$ cat src/rtl/fifo_associative_cache_lookup_top_macros.svh
// Assertion macros for the associative cache lookup block.
// Needs clk_i and rst_ni in the scope where a macro is used.
`ifndef FIFO_ASSOCIATIVE_CACHE_LOOKUP_TOP_MACROS_SVH
`define FIFO_ASSOCIATIVE_CACHE_LOOKUP_TOP_MACROS_SVH
`ifndef SYNTHESIS
`define FACL_ASSERT(name, prop) \
  name: assert property (@(posedge clk_i) disable iff (!rst_ni) (prop)) \
    else $error("cache lookup assertion failed");
`define FACL_ASSERT_IMP(name, ante, cons) \
  name: assert property (@(posedge clk_i) disable iff (!rst_ni) (ante) |-> (cons)) \
    else $error("cache lookup assertion failed");
`define FACL_ASSERT_NEXT(name, ante, cons) \
  name: assert property (@(posedge clk_i) disable iff (!rst_ni) (ante) |=> (cons)) \
    else $error("cache lookup assertion failed");
`else
`define FACL_ASSERT(name, prop)
`define FACL_ASSERT_IMP(name, ante, cons)
`define FACL_ASSERT_NEXT(name, ante, cons)
`endif
`endif

$ cat src/rtl/facl_pkg.sv
// Shared constants and types of the associative cache lookup block.
// No dependencies; used by the cell, the output stage, the top level and the testbench.
package facl_pkg;

  localparam int unsigned ENTRIES    = 16;  // 2 .. 256
  localparam int unsigned KEY_BITS   = 32;  // 1 .. FIELD_BITS
  localparam int unsigned DATA_BITS  = 32;  // 1 .. FIELD_BITS
  localparam int unsigned FIELD_BITS = 32;

  typedef logic [KEY_BITS-1:0]   key_t;
  typedef logic [DATA_BITS-1:0]  data_t;
  typedef logic [FIELD_BITS-1:0] field_t;

  // What one cell holds and hands to its neighbor.
  typedef struct packed {
    logic  valid;
    key_t  key;
    data_t data;
  } cell_link_t;

endpackage

$ cat src/rtl/facl_cell.sv
// One storage cell of the cache row: holds a key, a value and a valid flag.
// Depends on facl_pkg.
module facl_cell (
  input  logic                clk_i,
  input  logic                rst_ni,
  input  logic                shift_i,
  input  facl_pkg::cell_link_t prev_i,
  input  facl_pkg::key_t      lookup_key_i,
  output facl_pkg::cell_link_t cell_o,
  output logic                match_o
);
  import facl_pkg::*;

  logic  valid_q, valid_d;
  key_t  key_q, key_d;
  data_t data_q, data_d;

  always_comb begin
    valid_d = valid_q;
    key_d   = key_q;
    data_d  = data_q;
    if (shift_i) begin
      valid_d = prev_i.valid;
      key_d   = prev_i.key;
      data_d  = prev_i.data;
    end
  end

  always_ff @(posedge clk_i or negedge rst_ni) begin
    if (!rst_ni) begin
      valid_q <= 1'b0;
    end else begin
      valid_q <= valid_d;
    end
  end

  always_ff @(posedge clk_i) begin
    key_q  <= key_d;
    data_q <= data_d;
  end

  assign match_o      = valid_q && (key_q == lookup_key_i);
  assign cell_o.valid = valid_q;
  assign cell_o.key   = key_q;
  assign cell_o.data  = data_q;

endmodule

$ cat src/rtl/facl_out_stage.sv
// Output register of the cache lookup: holds one result item until taken.
// Depends on facl_pkg.
module facl_out_stage (
  input  logic             clk_i,
  input  logic             rst_ni,
  input  logic             load_i,
  input  facl_pkg::field_t read_data_i,
  input  logic             hit_i,
  input  logic             evicted_i,
  input  logic             out_stall_i,
  output logic             busy_o,
  output logic             out_valid_o,
  output facl_pkg::field_t read_data_o,
  output logic             hit_o,
  output logic             evicted_o
);
  import facl_pkg::*;

  logic   valid_q, valid_d;
  field_t data_q;
  logic   hit_q, evicted_q;

  assign valid_d = load_i || (valid_q && out_stall_i);

  always_ff @(posedge clk_i or negedge rst_ni) begin
    if (!rst_ni) begin
      valid_q <= 1'b0;
    end else begin
      valid_q <= valid_d;
    end
  end

  always_ff @(posedge clk_i) begin
    if (load_i) begin
      data_q    <= read_data_i;
      hit_q     <= hit_i;
      evicted_q <= evicted_i;
    end
  end

  // A held item that is not being taken blocks a new one.
  assign busy_o      = valid_q && out_stall_i;
  assign out_valid_o = valid_q;
  assign read_data_o = data_q;
  assign hit_o       = hit_q;
  assign evicted_o   = evicted_q;

endmodule

$ cat src/rtl/fifo_associative_cache_lookup_top.sv
// Fully associative cache with FIFO replacement, built as a row of cells.
// An accepted item's result is in the output register in the next cycle.
// Throughput: one item per cycle unless a held result is stalled; all cells
// compare in parallel and the row shifts by one cell on a miss within the same cycle.
// Reset clears every cell's valid flag and the output register's valid flag;
// stored keys, values and result fields are not cleared and need no clearing pass.
`include "fifo_associative_cache_lookup_top_macros.svh"

module fifo_associative_cache_lookup_top (
  input  logic             clk_i,
  input  logic             rst_ni,
  input  logic             in_valid_i,
  output logic             in_stall_o,
  input  facl_pkg::field_t lookup_key_i,
  input  facl_pkg::field_t source_data_i,
  output logic             out_valid_o,
  input  logic             out_stall_i,
  output facl_pkg::field_t read_data_o,
  output logic             hit_o,
  output logic             evicted_o
);
  import facl_pkg::*;

  key_t               key;
  data_t              data;
  logic               in_accept;
  logic               busy;
  logic               hit;
  logic               evicted;
  logic               shift;
  logic [ENTRIES-1:0] match_vec;
  logic [ENTRIES-1:0] valid_vec;
  data_t              hit_data;
  field_t             result_data;
  cell_link_t         links [ENTRIES];
  cell_link_t         prev_links [ENTRIES];

  assign key       = lookup_key_i[KEY_BITS-1:0];
  assign data      = source_data_i[DATA_BITS-1:0];
  assign in_stall_o = busy;
  assign in_accept = in_valid_i && !busy;

  // The newest entry enters at cell 0; the oldest sits in the highest valid cell.
  always_comb begin
    prev_links[0].valid = 1'b1;
    prev_links[0].key   = key;
    prev_links[0].data  = data;
    for (int unsigned i = 1; i < ENTRIES; i++) begin
      prev_links[i] = links[i-1];
    end
  end

  for (genvar g = 0; g < ENTRIES; g++) begin : g_cell
    facl_cell u_cell (
      .clk_i        (clk_i),
      .rst_ni       (rst_ni),
      .shift_i      (shift),
      .prev_i       (prev_links[g]),
      .lookup_key_i (key),
      .cell_o       (links[g]),
      .match_o      (match_vec[g])
    );
    assign valid_vec[g] = links[g].valid;
  end

  // Keys are inserted only on a miss, so at most one cell matches.
  always_comb begin
    hit_data = '0;
    for (int unsigned i = 0; i < ENTRIES; i++) begin
      hit_data = hit_data | ({DATA_BITS{match_vec[i]}} & links[i].data);
    end
  end

  assign hit         = |match_vec;
  assign shift       = in_accept && !hit;
  assign evicted     = !hit && valid_vec[ENTRIES-1];
  assign result_data = FIELD_BITS'(hit ? hit_data : data);

  facl_out_stage u_out_stage (
    .clk_i       (clk_i),
    .rst_ni      (rst_ni),
    .load_i      (in_accept),
    .read_data_i (result_data),
    .hit_i       (hit),
    .evicted_i   (evicted),
    .out_stall_i (out_stall_i),
    .busy_o      (busy),
    .out_valid_o (out_valid_o),
    .read_data_o (read_data_o),
    .hit_o       (hit_o),
    .evicted_o   (evicted_o)
  );

  `FACL_ASSERT(a_match_unique, $onehot0(match_vec))
  `FACL_ASSERT(a_valid_prefix, (valid_vec & (valid_vec + ENTRIES'(1))) == '0)
  `FACL_ASSERT_NEXT(a_miss_fills_head, shift, valid_vec[0] && (links[0].key == $past(key)))
  `FACL_ASSERT_IMP(a_evict_only_on_miss, out_valid_o && evicted_o, !hit_o)

endmodule

$ cat config.mk
export PLATFORM = sky130hd
export DESIGN_NAME = fifo_associative_cache_lookup_top
export DESIGN_NICKNAME = d
export VERILOG_FILES = /design/src/rtl/facl_pkg.sv /design/src/rtl/facl_cell.sv /design/src/rtl/facl_out_stage.sv /design/src/rtl/fifo_associative_cache_lookup_top.sv
export VERILOG_INCLUDE_DIRS = /design/src /design/src/rtl
export SDC_FILE = /design/constraint.sdc
export NUM_CORES = 2
export LEC_CHECK = 0
export ABC_AREA = 1
export BUFFER_PORTS_ARGS = -buffer_cell sky130_fd_sc_hd__buf_4
export CAP_MARGIN = 25
export CORE_MARGIN = 3
export CORE_UTILIZATION = 49
export CTS_CLUSTER_DIAMETER = 50
export DETAILED_ROUTE_END_ITERATION = 8
export PLACE_DENSITY_LB_ADDON = 0.3
export SYNTH_ARGS = -nofsm -noshare
export SYNTH_HDL_FRONTEND = slang
export SYNTH_SLANG_ARGS = --single-unit
$ cat constraint.sdc
create_clock -name clk_i -period 30.5 [get_ports clk_i]
set_clock_uncertainty 0.15 [all_clocks]
set_input_delay 1.525 -clock clk_i [delete_from_list [all_inputs] [get_ports clk_i]]
set_output_delay 1.525 -clock clk_i [all_outputs]
set_load 0.005 [all_outputs]
==> impl_metrics.csv <==
group,metric,value,unit
outcome,status,"finished clean",
synthesis,ys_warn_count,0,
min_path,min_to,"g_cell[8].u_cell.data_q[21]",
timing,min_period_over_period,22.3,%
floorplanning,initial_core_util,49.6,%
worst_setup_path,r2r_end,"g_cell[15].u_cell.data_q[0]",
drt,wl_per_cell,23.2,um
worst_setup_path,start_kind,"input port",
drt,ant_nets,0,
worst_setup_path,path_cells,"buf_4 > inv_1 > nand2_1 > nand2_1 > nor2_1 > nand2_1 > nor2_1 > nand3_1 > nor2_4 > buf_4 > nor2_1 > nand2_1 > nor2_4 > nand3_2 > inv_8 > buf_16 > buf_4 > buf_4 > buf_16",
timing,relSlewSlack,25.0,%
synthesis,synth.net_count,4182,
drt,routed_wl,129000,um
layout,final_nets,4286,
synthesis,synth_cell_type_count,34,
worst_setup_path,rr_worst_depth,14,
drt,drt-initial-drc-count,3325,
worst_setup_path,crit_slowest_cell,"buf_4",
worst_setup_path,crit_arrival,7.02,ns
layout,syn_to_final_growth,12.7,%
cts,ctsLongestPathBuffers,3,
global_routing,antenna_found_initial,2,
floorplanning,die-area,96800,um^2
floorplanning,core,91900,um^2
run,drv_cap,0,
drt,vias,30600,
worst_setup_path,reg2reg_slack,24.71,ns
floorplanning,die_x,311,um
timing,setup_tns,0,ns
min_path,hold_start,"g_cell[7].u_cell.data_q[21]",
global_routing,grt_pass1_wl,188000,um
cts,clk_pin_slew,0.06,ns
placed_design,hpwlAfterDp,81800,um
global_routing,gr-total-overflow,0,
pwr,power_density,65.5,nW/um^2
cts,htree_levels,3,
synthesis,seq_area_frac_synth,70.6,%
floorplanning,die_h,311,um
placed_design,routabilityCongestion,0.935,
timing,final.setup.worst_slack,23.69,ns
pwr,p_leak,20.3,nW
worst_setup_path,cpPeakStageDelay,0.86,ns
timing,drv_slew,0,
timing,rsz0062_at_grt,"no",
drt,viasPerCell,5.50,
worst_setup_path,cp_max_fo,135,
drt,drc,0,
synthesis,async_flop_share,1.58,%
cts,cts_setup_buffers,0,
cts,cts_tree,"done",
timing,worst-slew-pin-transition,1.12,ns
global_routing,grt_pass1_vias,30200,
cts,cts_sinks,1075,
synthesis,syn_area_per_cell,11.1,um^2
cts,cts_root_buf,"clkbuf_16",
global_routing,track_usage,26.2,%
worst_setup_path,critPathKind,"in2reg",
global_routing,grt_max_degree,195,
timing,max_freq,0.147,GHz
synthesis,synth_area,45600,um^2
synthesis,synth-seq-cells,1075,
placed_design,portBuffers,103,
cts,cts_made_buffers,114,
timing,hold_violations,0,
min_path,hold_class,"reg2reg",
floorplanning,io_pins,104,
synthesis,synth_top_flop_cell,"edfxtp_1",
synthesis,synth_edf_count,1058,
layout,layout_commonest_cell,"nand2_1",
cts,cts_resized,0,
layout,drive_above_1_share,9.68,%
cts,cts_hold_buf,0,
synthesis,syn-instance-count,4114,
cts,clkLatencyLatePin,0.71,ns
timing,setup_viol,0,
worst_setup_path,end_kind,"flip-flop",
drt,drt_pass1_iterations,6,
pwr,irDropWorstVdd,0.0000532,V
worst_setup_path,critPathRequiredTime,30.71,ns
min_path,min_path_cells,0,
timing,layout_min_cycle_time,6.81,ns
worst_setup_path,timing.rr.start,"g_cell[3].u_cell.key_q[15]",
placed_design,place_ws,22.58,ns
layout,layout_common_cells,"1,474 x nand2_1, 1,058 x edfxtp_1, 439 x nor2_1",
floorplanning,rows,111,
[power by group]
group | leakage, nW | internal (mW) | switching (mW)
clock | 1.84 | 0.799 | 0.592
sequential | 10.3 | 1.73 | 0.0606
combinational | 8.19 | 0.0531 | 0.135
total | 20.3 | 2.58 | 0.787
[area by class of cell]
cell class	instances	area, um^2
antenna	1	2.50
clock buffer	135	2950
multi-input combinational	2630	11700
sequential	1075	32200
fill	7641	40500
inverter	253	960
timing repair buffer	144	1250
clock inverter	80	803
tap	1243	1560
[worst max-delay path, delay by kind of cell]
kind / cells / cell delay, ns
buf+inv: 8 / 3.65
simple gates: 11 / 1.71
[sequential cells by signal, summed over array words and instances (netlist names)]
signal	cells
g_cell.u_cell.data_q	512
g_cell.u_cell.key_q	512
g_cell.u_cell.valid_q	16
u_out_stage.evicted_o	1
u_out_stage.hit_o	1
u_out_stage.out_valid_o	1
u_out_stage.read_data_o	32
[layer usage]
layer  vias to the layer above  wire length (um)  share of wire (%)  track usage, %
met1                     14700             49100                 38            33.4
met3                       369             10300                8.0            4.02
li1                      14000                 -                  -               -
met5                         -                 0                  0               0
met2                      1538             62200                 48            43.3
met4                         0              7260                5.6            14.4
[worst max-delay path by stage]
stage / start / end / cells past startpoint
2_1_floorplan: lookup_key_i[3] / g_cell[0].u_cell.data_q[0] / 15
3_3_place_gp: lookup_key_i[7] / g_cell[15].u_cell.key_q[5] / 17
3_5_place_dp: lookup_key_i[7] / g_cell[13].u_cell.key_q[11] / 17
4_1_cts: lookup_key_i[7] / g_cell[9].u_cell.key_q[31] / 17
5_1_grt: lookup_key_i[9] / g_cell[6].u_cell.data_q[0] / 19
6_report: lookup_key_i[9] / g_cell[15].u_cell.data_q[0] / 19
[Yosys cell counts, types with 24 or more instances]
cell      instances  area share [%]
o21ai_0         156             1.7
o21ai_1          51            0.56
nand4_1          63            0.86
buf_2           102             1.1
nor2_1          448             3.7
a21oi_2          32            0.61
xnor2_1          66             1.3
nand2_1        1474              12
nand3_1         197             2.2
buf_4            24            0.39
edfxtp_1       1058              70
inv_1           226             1.9
inv_2            26            0.21
xor2_1           58             1.1
[cell families after synthesis]
logic type,after synthesis,share of synthesized area [%]
compound gates,256,3.16
xor+xnor,124,2.38
buf+inv,409,4.08
flops,1075,70.6
simple gates,2250,19.8
[metrics by stage]
stage	cells	util, %	total power, mW	cell area [um^2]	hold WS [ns]
after global routing	5561	55.9	3.47	51400	0.291
final	5561	55.9	3.37	51400	0.277
after detailed placement	5340	51.7	2.00	47500	0.282
after floorplan	4114	-	1.98	45600	0.276
after global placement	5337	51.6	2.00	47400	0.278
after CTS	5555	55.8	3.38	51300	0.277
No activity file was read; power rests on OpenSTA's default activity.
